$ cat config.mk
export PLATFORM = sky130hd
export DESIGN_NAME = c_integer_literal_classifier
export DESIGN_NICKNAME = d
export VERILOG_FILES = /design/src/rtl/core/cil_pkg.sv /design/src/rtl/core/cil_parser.sv /design/src/rtl/core/cil_classify.sv /design/src/rtl/core/c_integer_literal_classifier.sv
export SDC_FILE = /design/constraint.sdc
export NUM_CORES = 1
export LEC_CHECK = 0
export ABC_CLOCK_PERIOD_IN_PS = 8100
export BUFFER_PORTS_ARGS = -buffer_cell sky130_fd_sc_hd__buf_2
export CORE_ASPECT_RATIO = 0.7
export CORE_MARGIN = 8
export CORE_UTILIZATION = 25
export DETAILED_ROUTE_END_ITERATION = 16
export GPL_ROUTABILITY_DRIVEN = 0
export SYNTH_ARGS = -nofsm -noshare
export SYNTH_HDL_FRONTEND = slang
export SYNTH_SLANG_ARGS = --single-unit
export TNS_END_PERCENT = 1
$ cat constraint.sdc
create_clock -name clk -period 8.1 [get_ports clk]
set_input_delay 1.62 -clock clk [delete_from_list [all_inputs] [get_ports clk]]
set_output_delay 1.62 -clock clk [all_outputs]
set_load 0.1 [all_outputs]
$ cat src/rtl/core/cil_pkg.sv
// shared types, codes and helper functions of the integer literal classifier
`default_nettype none

package cil_pkg;

  typedef struct packed {
    logic [7:0] character;
    logic       is_last;
  } cil_in_t;

  typedef struct packed {
    logic        literal_valid;
    logic [2:0]  type_code;
    logic [63:0] literal_value;
  } cil_out_t;

  typedef enum logic [3:0] {
    PH_START  = 4'd0,
    PH_ZERO   = 4'd1,
    PH_ZX     = 4'd2,
    PH_ZB     = 4'd3,
    PH_DIGITS = 4'd4,
    PH_SUFFIX = 4'd5
  } phase_t;

  typedef enum logic [1:0] {
    BASE_DEC = 2'd0,
    BASE_HEX = 2'd1,
    BASE_OCT = 2'd2,
    BASE_BIN = 2'd3
  } base_t;

  // suffix spellings seen so far
  typedef enum logic [3:0] {
    SFX_NONE   = 4'd0,
    SFX_UP_L   = 4'd1,
    SFX_LO_L   = 4'd2,
    SFX_LL     = 4'd3,
    SFX_LU     = 4'd4,
    SFX_LLU    = 4'd5,
    SFX_U      = 4'd6,
    SFX_U_UP_L = 4'd7,
    SFX_U_LO_L = 4'd8,
    SFX_ULL    = 4'd9
  } sfx_t;

  localparam logic [2:0] TY_INT    = 3'd0;
  localparam logic [2:0] TY_UINT   = 3'd1;
  localparam logic [2:0] TY_LONG   = 3'd2;
  localparam logic [2:0] TY_ULONG  = 3'd3;
  localparam logic [2:0] TY_LLONG  = 3'd4;
  localparam logic [2:0] TY_ULLONG = 3'd5;

  // finished literal handed from the parser to the classifier
  typedef struct packed {
    logic        ok;
    logic        is_dec;
    sfx_t        suffix;
    logic [63:0] value;
  } cil_fin_t;

  // {is a hex digit, digit value}
  function automatic logic [4:0] digit_of(input logic [7:0] ch);
    logic [4:0] r;
    r = 5'd0;
    if (ch >= "0" && ch <= "9") begin
      r = {1'b1, 4'(ch - "0")};
    end else if (ch >= "a" && ch <= "f") begin
      r = {1'b1, 4'(ch - "a" + 8'd10)};
    end else if (ch >= "A" && ch <= "F") begin
      r = {1'b1, 4'(ch - "A" + 8'd10)};
    end
    return r;
  endfunction

  // digit value below the radix of the base
  function automatic logic digit_fits(input logic [3:0] val, input base_t b);
    logic r;
    unique case (b)
      BASE_DEC: r = val < 4'd10;
      BASE_HEX: r = 1'b1;
      BASE_OCT: r = val < 4'd8;
      BASE_BIN: r = val < 4'd2;
      default:  r = 1'b0;
    endcase
    return r;
  endfunction

endpackage

`default_nettype wire

$ cat src/rtl/core/cil_parser.sv
// character parser: base detection, saturating accumulate and suffix match
`default_nettype none

module cil_parser
  import cil_pkg::*;
(
  input  wire logic     clk,
  input  wire logic     rst,
  input  wire logic     item_valid,
  input  wire cil_in_t  item,
  output logic          consume,
  output logic          fin_valid,
  input  wire logic     fin_ready,
  output cil_fin_t      fin
);

  phase_t      phase, phase_next;
  base_t       base, base_next;
  logic [63:0] acc, acc_next;
  logic        ovf, ovf_next;
  sfx_t        sfx, sfx_next;
  logic        err, err_next;

  logic        parse_err;
  logic        acc_en;
  base_t       acc_base;
  base_t       pfx_base;
  logic        sfx_en;
  logic [4:0]  dig;
  logic [67:0] prod;
  logic [4:0]  sfx_step;
  logic        ok;

  assign dig = digit_of(item.character);

  // next suffix state, bit 4 flags a spelling that is not accepted
  function automatic logic [4:0] suffix_feed(input sfx_t s, input logic [7:0] ch);
    logic up_l, lo_l, is_u;
    logic [4:0] r;
    up_l = ch == "L";
    lo_l = ch == "l";
    is_u = ch == "U" || ch == "u";
    r = {1'b1, SFX_NONE};
    unique case (s)
      SFX_NONE: begin
        if (up_l)      r = {1'b0, SFX_UP_L};
        else if (lo_l) r = {1'b0, SFX_LO_L};
        else if (is_u) r = {1'b0, SFX_U};
      end
      SFX_UP_L: begin
        if (up_l)      r = {1'b0, SFX_LL};
        else if (is_u) r = {1'b0, SFX_LU};
      end
      SFX_LO_L: begin
        if (lo_l)      r = {1'b0, SFX_LL};
        else if (is_u) r = {1'b0, SFX_LU};
      end
      SFX_LL:     if (is_u) r = {1'b0, SFX_LLU};
      SFX_U: begin
        if (up_l)      r = {1'b0, SFX_U_UP_L};
        else if (lo_l) r = {1'b0, SFX_U_LO_L};
      end
      SFX_U_UP_L: if (up_l) r = {1'b0, SFX_ULL};
      SFX_U_LO_L: if (lo_l) r = {1'b0, SFX_ULL};
      default:    r = {1'b1, SFX_NONE};
    endcase
    return r;
  endfunction

  // phase step
  always_comb begin
    phase_next = phase;
    base_next  = base;
    parse_err  = 1'b0;
    acc_en     = 1'b0;
    acc_base   = base;
    sfx_en     = 1'b0;
    pfx_base   = (phase == PH_ZX) ? BASE_HEX : BASE_BIN;
    if (!err) begin
      unique case (phase)
        PH_START: begin
          if (item.character == "0") begin
            phase_next = PH_ZERO;
            base_next  = BASE_OCT;
          end else if (item.character >= "1" && item.character <= "9") begin
            base_next  = BASE_DEC;
            acc_en     = 1'b1;
            acc_base   = BASE_DEC;
            phase_next = PH_DIGITS;
          end else begin
            parse_err = 1'b1;
          end
        end
        PH_ZERO: begin
          if (item.character == "x" || item.character == "X") begin
            phase_next = PH_ZX;
          end else if (item.character == "b" || item.character == "B") begin
            phase_next = PH_ZB;
          end else if (dig[4] && digit_fits(dig[3:0], BASE_OCT)) begin
            acc_en     = 1'b1;
            acc_base   = BASE_OCT;
            phase_next = PH_DIGITS;
          end else begin
            phase_next = PH_SUFFIX;
            sfx_en     = 1'b1;
          end
        end
        PH_ZX, PH_ZB: begin
          if (dig[4] && digit_fits(dig[3:0], pfx_base)) begin
            base_next  = pfx_base;
            acc_en     = 1'b1;
            acc_base   = pfx_base;
            phase_next = PH_DIGITS;
          end else begin
            parse_err = 1'b1;
          end
        end
        PH_DIGITS: begin
          if (dig[4] && digit_fits(dig[3:0], base)) begin
            acc_en = 1'b1;
          end else begin
            phase_next = PH_SUFFIX;
            sfx_en     = 1'b1;
          end
        end
        PH_SUFFIX: sfx_en = 1'b1;
        default:   parse_err = 1'b1;
      endcase
    end
  end

  // accumulate: value times radix plus digit, as shifts and adds
  always_comb begin
    unique case (acc_base)
      BASE_DEC: prod = {3'b0, acc, 1'b0} + {1'b0, acc, 3'b0} + 68'(dig[3:0]);
      BASE_HEX: prod = {acc, 4'b0} + 68'(dig[3:0]);
      BASE_OCT: prod = {1'b0, acc, 3'b0} + 68'(dig[3:0]);
      BASE_BIN: prod = {3'b0, acc, 1'b0} + 68'(dig[3:0]);
      default:  prod = '0;
    endcase
  end

  always_comb begin
    acc_next = acc;
    ovf_next = ovf;
    if (acc_en && !ovf) begin
      if (prod[67:64] != 4'd0) begin
        ovf_next = 1'b1;
        acc_next = '1;
      end else begin
        acc_next = prod[63:0];
      end
    end
  end

  assign sfx_step = suffix_feed(sfx, item.character);
  assign sfx_next = (sfx_en && !sfx_step[4]) ? sfx_t'(sfx_step[3:0]) : sfx;
  assign err_next = err | parse_err | (sfx_en & sfx_step[4]);

  assign ok = !err_next
           && (phase_next == PH_ZERO || phase_next == PH_DIGITS || phase_next == PH_SUFFIX)
           && sfx_next != SFX_U_UP_L && sfx_next != SFX_U_LO_L;

  // a last character waits only when the finish register cannot move on
  assign consume = item_valid && (!item.is_last || !fin_valid || fin_ready);

  always_ff @(posedge clk) begin
    if (rst) begin
      phase <= PH_START;
      base  <= BASE_DEC;
      acc   <= '0;
      ovf   <= 1'b0;
      sfx   <= SFX_NONE;
      err   <= 1'b0;
    end else if (consume) begin
      if (item.is_last) begin
        phase <= PH_START;
        base  <= BASE_DEC;
        acc   <= '0;
        ovf   <= 1'b0;
        sfx   <= SFX_NONE;
        err   <= 1'b0;
      end else begin
        phase <= phase_next;
        base  <= base_next;
        acc   <= acc_next;
        ovf   <= ovf_next;
        sfx   <= sfx_next;
        err   <= err_next;
      end
    end
  end

  always_ff @(posedge clk) begin
    if (rst) begin
      fin_valid <= 1'b0;
    end else begin
      fin_valid <= (consume && item.is_last) || (fin_valid && !fin_ready);
    end
  end

  always_ff @(posedge clk) begin
    if (consume && item.is_last) begin
      fin.ok     <= ok;
      fin.is_dec <= base_next == BASE_DEC;
      fin.suffix <= sfx_next;
      fin.value  <= acc_next;
    end
  end

  a_ovf_saturates: assert property (@(posedge clk) disable iff (rst)
    ovf |-> acc == '1)
    else $error("overflow flag set but value not saturated");

  a_clear_after_last: assert property (@(posedge clk) disable iff (rst)
    (consume && item.is_last) |=> (phase == PH_START && !err && !ovf
                                    && acc == '0 && sfx == SFX_NONE))
    else $error("parse state not cleared after last character");

  a_fin_holds: assert property (@(posedge clk) disable iff (rst)
    (fin_valid && !fin_ready) |=> (fin_valid && $stable(fin)))
    else $error("finished literal lost while stalled");

endmodule

`default_nettype wire

$ cat src/rtl/core/cil_classify.sv
// type selection by the promotion rules and the result register
`default_nettype none

module cil_classify
  import cil_pkg::*;
(
  input  wire logic     clk,
  input  wire logic     rst,
  input  wire logic     long_is_64_bit,
  input  wire logic     fin_valid,
  output logic          fin_ready,
  input  wire cil_fin_t fin,
  output logic          out_valid,
  input  wire logic     out_ready,
  output cil_out_t      out_data
);

  logic       le_int, le_uint, le_llong, le_long, le_ulong;
  logic [2:0] ty;
  cil_out_t   res;

  assign le_int   = fin.value[63:31] == '0;
  assign le_uint  = fin.value[63:32] == '0;
  assign le_llong = !fin.value[63];
  assign le_long  = long_is_64_bit ? le_llong : le_int;
  assign le_ulong = long_is_64_bit ? 1'b1 : le_uint;

  always_comb begin
    unique case (fin.suffix)
      SFX_LLU, SFX_ULL: ty = TY_ULLONG;
      SFX_LL:           ty = (fin.is_dec || le_llong) ? TY_LLONG : TY_ULLONG;
      SFX_LU:           ty = le_ulong ? TY_ULONG : TY_ULLONG;
      SFX_UP_L, SFX_LO_L: begin
        priority if (le_long)    ty = TY_LONG;
        else if (fin.is_dec)     ty = TY_LLONG;
        else if (le_ulong)       ty = TY_ULONG;
        else if (le_llong)       ty = TY_LLONG;
        else                     ty = TY_ULLONG;
      end
      SFX_U: begin
        priority if (le_uint)    ty = TY_UINT;
        else if (le_ulong)       ty = TY_ULONG;
        else                     ty = TY_ULLONG;
      end
      default: begin
        priority if (le_int)     ty = TY_INT;
        else if (fin.is_dec)     ty = le_long ? TY_LONG : TY_LLONG;
        else if (le_uint)        ty = TY_UINT;
        else if (le_long)        ty = TY_LONG;
        else if (le_ulong)       ty = TY_ULONG;
        else if (le_llong)       ty = TY_LLONG;
        else                     ty = TY_ULLONG;
      end
    endcase
  end

  always_comb begin
    if (fin.ok) begin
      res.literal_valid = 1'b1;
      res.type_code     = ty;
      res.literal_value = fin.value;
    end else begin
      res = '0;
    end
  end

  assign fin_ready = !out_valid || out_ready;

  always_ff @(posedge clk) begin
    if (rst) begin
      out_valid <= 1'b0;
    end else if (fin_ready) begin
      out_valid <= fin_valid;
    end
  end

  always_ff @(posedge clk) begin
    if (fin_valid && fin_ready) begin
      out_data <= res;
    end
  end

  a_invalid_is_zero: assert property (@(posedge clk) disable iff (rst)
    (out_valid && !out_data.literal_valid)
      |-> (out_data.type_code == TY_INT && out_data.literal_value == '0))
    else $error("invalid literal with nonzero type or value");

  a_type_in_range: assert property (@(posedge clk) disable iff (rst)
    out_valid |-> out_data.type_code <= TY_ULLONG)
    else $error("type code out of range");

  a_fin_taken: assert property (@(posedge clk) disable iff (rst)
    (fin_valid && fin_ready) |=> out_valid)
    else $error("finished literal did not reach the result register");

endmodule

`default_nettype wire

$ cat src/rtl/core/c_integer_literal_classifier.sv
// top level of the C integer literal classifier
`default_nettype none

// Reads the text of a C integer literal one character per item, is_last
// marking the final one, and gives one result item per literal: validity,
// C type code and 64-bit value (all ones when it overflowed). Characters
// after the last mark start a new literal. One character is taken every
// cycle unless a last character waits on a stalled finish register; the
// whole per-character step (digit decode, value times radix plus digit as
// a shift-and-add, suffix match) sits between the input register and the
// parse state. Up to three literals can be in flight (input register,
// finish register, result register), so a stalled output does not stop
// input until those fill. cfg_data sets long to 64 bits (1, reset value)
// or 32 bits (0); write it only while no literal is in progress.
// cfg_ready is always high.

module c_integer_literal_classifier
  import cil_pkg::*;
(
  input  wire logic    clk,
  input  wire logic    rst,
  // character items
  input  wire logic    in_valid,
  output logic         in_ready,
  input  wire cil_in_t in_data,
  // result items
  output logic         out_valid,
  input  wire logic    out_ready,
  output cil_out_t     out_data,
  // long width register
  input  wire logic    cfg_valid,
  output logic         cfg_ready,
  input  wire logic    cfg_data
);

  logic     long_is_64_bit;
  logic     item_valid;
  cil_in_t  item;
  logic     consume;
  logic     fin_valid;
  logic     fin_ready;
  cil_fin_t fin;

  // config register, taken in any cycle
  assign cfg_ready = 1'b1;

  always_ff @(posedge clk) begin
    if (rst) begin
      long_is_64_bit <= 1'b1;
    end else if (cfg_valid && cfg_ready) begin
      long_is_64_bit <= cfg_data;
    end
  end

  // input register, refilled in the same cycle its item moves on
  assign in_ready = !item_valid || consume;

  always_ff @(posedge clk) begin
    if (rst) begin
      item_valid <= 1'b0;
    end else if (in_ready) begin
      item_valid <= in_valid;
    end
  end

  always_ff @(posedge clk) begin
    if (in_valid && in_ready) begin
      item <= in_data;
    end
  end

  // per-character parse state and finish register
  cil_parser u_parser (
    .clk        (clk),
    .rst        (rst),
    .item_valid (item_valid),
    .item       (item),
    .consume    (consume),
    .fin_valid  (fin_valid),
    .fin_ready  (fin_ready),
    .fin        (fin)
  );

  // type choice and result register
  cil_classify u_classify (
    .clk            (clk),
    .rst            (rst),
    .long_is_64_bit (long_is_64_bit),
    .fin_valid      (fin_valid),
    .fin_ready      (fin_ready),
    .fin            (fin),
    .out_valid      (out_valid),
    .out_ready      (out_ready),
    .out_data       (out_data)
  );

endmodule

`default_nettype wire

After elaboration in Yosys (flattened, before gate mapping)
Index checks and enable logic that the tools add are counted.
{"block": "totals", "register_bits": 227, "inputBits": 15, "output_inout_bits": 71, "word_cells": 230}
{"block": "classes", "n_addsub": 10, "n_lt_le_gt_ge": 10, "n_eq_ne": 41, "n_mux": 94, "bitwise_logic": 3, "n_reduce_logical": 53}
{"op": "68-bit one-hot mux with 4 select lines", "n": 1}
{"op": "64-bit two-way mux", "n": 3}
{"op": "68-bit by 4-bit adder with 68-bit output", "n": 2}
{"op": "5-bit two-way mux", "n": 14}
{"op": "65-bit by 67-bit adder with 68-bit output", "n": 1}
{"op": "67-bit by 4-bit adder with 68-bit output", "n": 1}
{"op": "68-bit two-way mux", "n": 1}
{"op": "65-bit by 4-bit adder with 66-bit output", "n": 1}
{"op": "8-bit by 7-bit == test with 1-bit output, second input constant", "n": 8}
{"op": "4-bit two-way mux", "n": 10}
{"op": "4-bit by 3-bit == test with 1-bit output, second input constant", "n": 9}
{"op": "5-bit one-hot mux with 7 select lines", "n": 1}
{"op": "1-bit two-way mux", "n": 34}
{"op": "33-bit logical NOT", "n": 1}
{"op": "32-bit logical NOT", "n": 1}
{"op": "3-bit two-way mux", "n": 10}
{"op": "4-bit by 2-bit == test with 1-bit output, second input constant", "n": 6}
{"op": "2-bit two-way mux", "n": 11}
{"op": "1-bit logical AND", "n": 17}
{"op": "4-bit by 1-bit == test with 1-bit output, second input constant", "n": 4}
{"op": "8-bit by 6-bit >= comparator with 1-bit output, second input constant", "n": 2}
{"op": "8-bit by 7-bit >= comparator with 1-bit output, second input constant", "n": 2}
{"op": "8-bit by 7-bit <= comparator with 1-bit output, second input constant", "n": 2}
{"op": "4-bit one-hot mux with 4 select lines", "n": 1}
{"op": "other kinds (27)", "n": 68}

Depth between registers and ports, before layout
{"block": "depth", "depth_word": 22, "mapped_depth": 19, "mapped_depth_nobuf": 18}

Modules after synthesis
Synthesis repeated with hierarchy kept, for this count alone.
{"block": "unflattened", "hier_cells": 2432, "hier_area_um2": 19468.7}
{"mod": "cil_parser", "n_inst": 1, "cells_per_inst": 2213, "area_each_um2": 16205.5, "seq_area_each_um2": 3643.5}
{"mod": "cil_classify", "n_inst": 1, "cells_per_inst": 200, "area_each_um2": 2897.8, "seq_area_each_um2": 2062.0}
{"mod": "c_integer_literal_classifier", "n_inst": 1, "cells_per_inst": 19, "area_each_um2": 365.4, "seq_area_each_um2": 310.3}

Worst setup path before layout
Ideal clock, no wire load.
{"block": "synth_path", "path_type": "input to register", "start": "input port out_ready", "end": "register u_parser.acc[15]", "setup_ps": 117, "arrival_ps": 5939, "required_ps": 7983, "slack_ps": 2044, "stages": 8, "n_path_buf": 1, "cell_sequence": "nor2b_1 -> nand3_1 -> nand2_1 -> nor2_1 -> or2_2 -> clkbuf_1 -> nor2_1 -> o22a_1"}
{"block": "synth_between", "elab_chain_len": 3}
{"item": "start, declared", "line_no": "c_integer_literal_classifier.sv:28", "source": "input wire logic out_ready,"}
{"item": "1-bit logical OR", "line_no": "cil_classify.sv:67", "source": "assign fin_ready = !out_valid || out_ready;"}
{"item": "1-bit logical OR", "line_no": "cil_parser.sv:165", "source": "assign consume = item_valid && (!item.is_last || !fin_valid || fin_ready);"}
{"item": "1-bit logical AND", "line_no": "cil_parser.sv:165"}
{"item": "end signal, assigned", "line_no": "cil_parser.sv:186", "source": "acc <= acc_next;"}
{"item": "end, declared", "line_no": "cil_parser.sv:19", "source": "logic [63:0] acc, acc_next;"}
No other way between the ends.
A chain may end at the register's enable or synchronous reset.

Final worst setup path
{"block": "layout_path", "start": "register, netlist name item[2]", "end": "register, netlist name u_parser.fin[20]"}
{"block": "layout_between", "elab_chain_len": 21, "elab_cells_between_ends": 72, "classes_between": "add/sub: 9; order compare: 10; eq/ne: 8; mux: 33; reduce/logical: 12"}
{"item": "4-bit by 1-bit subtractor with 4-bit output, or another cell as far along", "line_no": "cil_pkg.sv:69, cil_pkg.sv:71"}
{"item": "4-bit adder / 1-bit logical AND (equally long branches)", "line_no": "cil_pkg.sv:69, cil_pkg.sv:71, cil_pkg.sv:70"}
{"item": "5-bit two-way mux", "line_no": "cil_pkg.sv:70", "source": "end else if (ch >= \"A\" && ch <= \"F\") begin"}
{"item": "5-bit two-way mux", "line_no": "cil_pkg.sv:68", "source": "end else if (ch >= \"a\" && ch <= \"f\") begin"}
{"item": "5-bit two-way mux", "line_no": "cil_pkg.sv:66", "source": "if (ch >= \"0\" && ch <= \"9\") begin"}
{"item": "4-bit < comparator", "line_no": "cil_pkg.sv:82", "source": "BASE_OCT: r = val < 4'd8;"}
{"item": "1-bit two-way mux", "line_no": "cil_parser.sv:97", "source": "end else if (item.character == \"b\" || item.character == \"B\") begin"}
{"item": "1-bit two-way mux", "line_no": "cil_parser.sv:95", "source": "if (item.character == \"x\" || item.character == \"X\") begin"}
{"item": "[6 not listed]"}
{"item": "2-bit one-hot mux with 3 select lines", "line_no": "cil_parser.sv:80", "source": "unique case (phase)"}
{"item": "2-bit two-way mux", "line_no": "cil_parser.sv:79", "source": "if (!err) begin"}
{"item": "2-bit == test, or another cell as far along", "line_no": "cil_parser.sv:134", "source": "unique case (acc_base)"}
{"item": "68-bit one-hot mux with 4 select lines", "line_no": "cil_parser.sv:134"}
{"item": "4-bit nonzero test", "line_no": "cil_parser.sv:147", "source": "if (prod[67:64] != 4'd0) begin"}
{"item": "64-bit two-way mux", "line_no": "cil_parser.sv:147"}
{"item": "64-bit two-way mux *", "line_no": "cil_parser.sv:146", "source": "if (acc_en && !ovf) begin"}
{"item": "via u_parser.acc_next[20]", "line_no": "cil_parser.sv:19"}
Mark *: on every way through the listed nets, which the timed path passes. The rest lies on a longest branch. The select of a mux whose other input is x is not followed.

==> impl_metrics.ini <==
[power]
power_frac_clock = 0.461
p_int_mw = 2.05
p_sw_uw = 693
switching_share = 0.252
pwr-share-seq = 0.467
cellPowerDensity_nw_per_um2 = 128
power_frac_comb = 0.072
ir_worst_vdd_mv = 0.124
leakage_nw = 7.82
p_total_mw = 2.75

[layout]
finalNonFillerCells = 3348
fin_util = 0.279
fillers = 8179
stdcell_area_um2 = 21400
drive_above_1_share = 0.0890
syn_to_final_growth_pct = 11.2
fin_nets = 2480
antenna_cells = 0

[run]
cap_viol_max_count = 0

[floorplanning]
die_width_um = 348
fp-row-count = 85
initial_core_util = 0.251
io_pins = 86
coreArea_um2 = 76600
dieHeight_um = 248
dieArea_um2 = 86200

[route]
viasPerCell = 5.49
drt-pass1-iter-count = 6
wirelength_um = 66500
ant_nets = 0
route.detailed.drc = 0
vias = 18400
wl_per_cell_um = 19.9
drt-initial-drc-count = 2581

[timing]
final-setup-viol-count = 0
hold_ws_ns = 0.527
tns_ns = 0
post-route-min-period_ns = 6.77
period_share = 0.836
rsz0062_at_grt = false
max_slew_margin = 0.298
postLayoutSetupSlackWorst_ns = 1.33
worst_pin_slew_ns = 1.05
clock_skew_ns = 0.0234
hold_viol_final = 0
max_freq_mhz = 148
finalMaxSlewViolations = 0

[synth]
syn_area_per_cell_um2 = 8.11
synth_most_common_cell = nor2_1
ys_seq_area_frac = 0.313
netlist_area_um2 = 19200
synth_area_leader_cell = edfxtp_1
synth_commonest_cells = nor2_1, nand2_1, a21oi_1, o21ai_0, edfxtp_1
synth_edf_count = 147
synth-seq-cells = 227
yosysTopAreaCellShare = 0.230
synthArstFlopShare = 0
synthCells = 2372
yosys-top-cells-area = edfxtp_1, ha_1, dfxtp_1
ys_types = 89
synthFlopType = edfxtp_1
synth_nets = 2525
yosys_warnings = 0

[global_routing]
grt.total_usage = 0.146
grt_pass1_wl_um = 102000
grt_antenna_before_repair = 1
grt.overflow.total = 0
grt_pass1_vias = 16400
grt_max_degree = 90

[worst_setup_path]
reg2reg_from = item[2]
start_kind = flop
reg2reg_to = u_parser.fin[20]
r2r_cells = 19
crit_fanout = 15
cp-end-kind = flop
arrival_ns = 7.02
path_class = reg -> reg
worstPathRequired_ns = 8.35
reg2reg_setup_slack_ns = 1.33

[min_path]
hp-start = u_parser.fin[24]
hold_path.class = reg -> reg
whs_path_depth = 1
min_to = u_classify.out_data[24]

[cts]
cts_tree = done
cts_buffer_depth = 3
post_cts_buffers = 0
clkLatencyLatePin_ns = 0.57
htreeDepth = 1
cts-root-buf = clkbuf_16
cts_buffers = 27
clkSinkCount = 227
cts_hold_buf = 0
path_clk_slew_ns = 0.06
cts_resized = 0

[place]
hpwl_um = 50500
dp_slack_ns = 1.49
dp_cells = 3298
io_buffers = 84
place_area_um2 = 20500

[status]
status = finished clean
[routing by layer]
layer,vias to the layer above,track usage,share of wire
met5,-,0,0.00017
met3,88,0.0482,0.13
li1,8714,-,-
met1,8596,0.226,0.48
met4,2,0.0284,0.017
met2,980,0.193,0.37
[state kept, by name, summed over array words and instances (netlist names), 2 cells and up]
signal	count
u_parser.sfx	4
u_parser.fin	70
u_parser.acc	64
u_classify.out_data	68
u_parser.phase	4
item	9
u_parser.base	2
[layout make-up]
| type | instances | area (um2) | area share |
|---|---|---|---|
| timing repair buffer | 119 | 696 | 0.0325 |
| clock inverter | 16 | 166 | 0.00778 |
| clock buffer | 34 | 764 | 0.0357 |
| sequential | 227 | 6020 | 0.281 |
| tap | 1000 | 1250 | 0.0585 |
| multi-input combinational | 1921 | 12400 | 0.579 |
| inverter | 31 | 116 | 0.00544 |
[critical path, cell delays in order (launching register included)]
cell and delay (ns):
edfxtp_1 0.50, inv_1 0.15, ha_1 0.24, o21bai_1 0.10, a21oi_1 0.45, nor2_1 0.11, nor2b_1 0.33, fa_1 0.53
ha_1 0.33, a211oi_1 0.33, o211ai_1 0.27, a21oi_1 0.47, a2111oi_2 0.22, o311ai_0 0.36, o211ai_1 0.17, a211o_1 0.33
o31ai_4 0.81, buf_4 0.37, a21boi_1 0.26, a21oi_1 0.11
[power groups by stage]
stage	Combinational (mW)	Sequential, mW	Clock [mW]
global placement	0.194	1.31	0
detailed placement	0.195	1.31	0
finish	0.197	1.28	1.27
CTS	0.196	1.28	1.28
floorplan	0.107	1.34	0
global route	0.212	1.29	1.33
[placed cells by master (no fill, tap or decap), types with 78 or more instances in the layout]
cell / synthesis / routed
a21oi_1: 195 / 195
and2_1: 84 / 83
buf_2: 33 / 84
dfxtp_1: 80 / 80
edfxtp_1: 147 / 147
ha_1: 135 / 135
nand2_1: 217 / 217
nand3_1: 81 / 81
nand4_1: 78 / 78
nor2_1: 243 / 242
o21ai_0: 150 / 150
[cells by family after synthesis]
group                      count (synthesis)  share of synthesized area
muxes                                     25                     0.0137
other                                      1                   0.000195
xor gates and xnor gates                 152                     0.0692
buffers and inverters                    224                     0.0466
adders and majority gates                138                     0.0909
AOI/OAI and AO/OA                        682                      0.229
and+or+nand+nor                          923                      0.237
DFF                                      227                      0.313
[how the worst max path moves through the flow]
stage,start,to,slack [ns]
final,item[2],u_parser.fin[20],1.33
after CTS,item[2],u_parser.fin[20],1.44
after detailed placement,item[2],u_parser.fin[20],1.49
after global routing,item[2],u_parser.fin[20],1.0
after global placement,item[2],u_parser.fin[60],1.59
after floorplan,out_ready,u_parser.acc[15],2.04
Power figures use the tool's default switching activity.
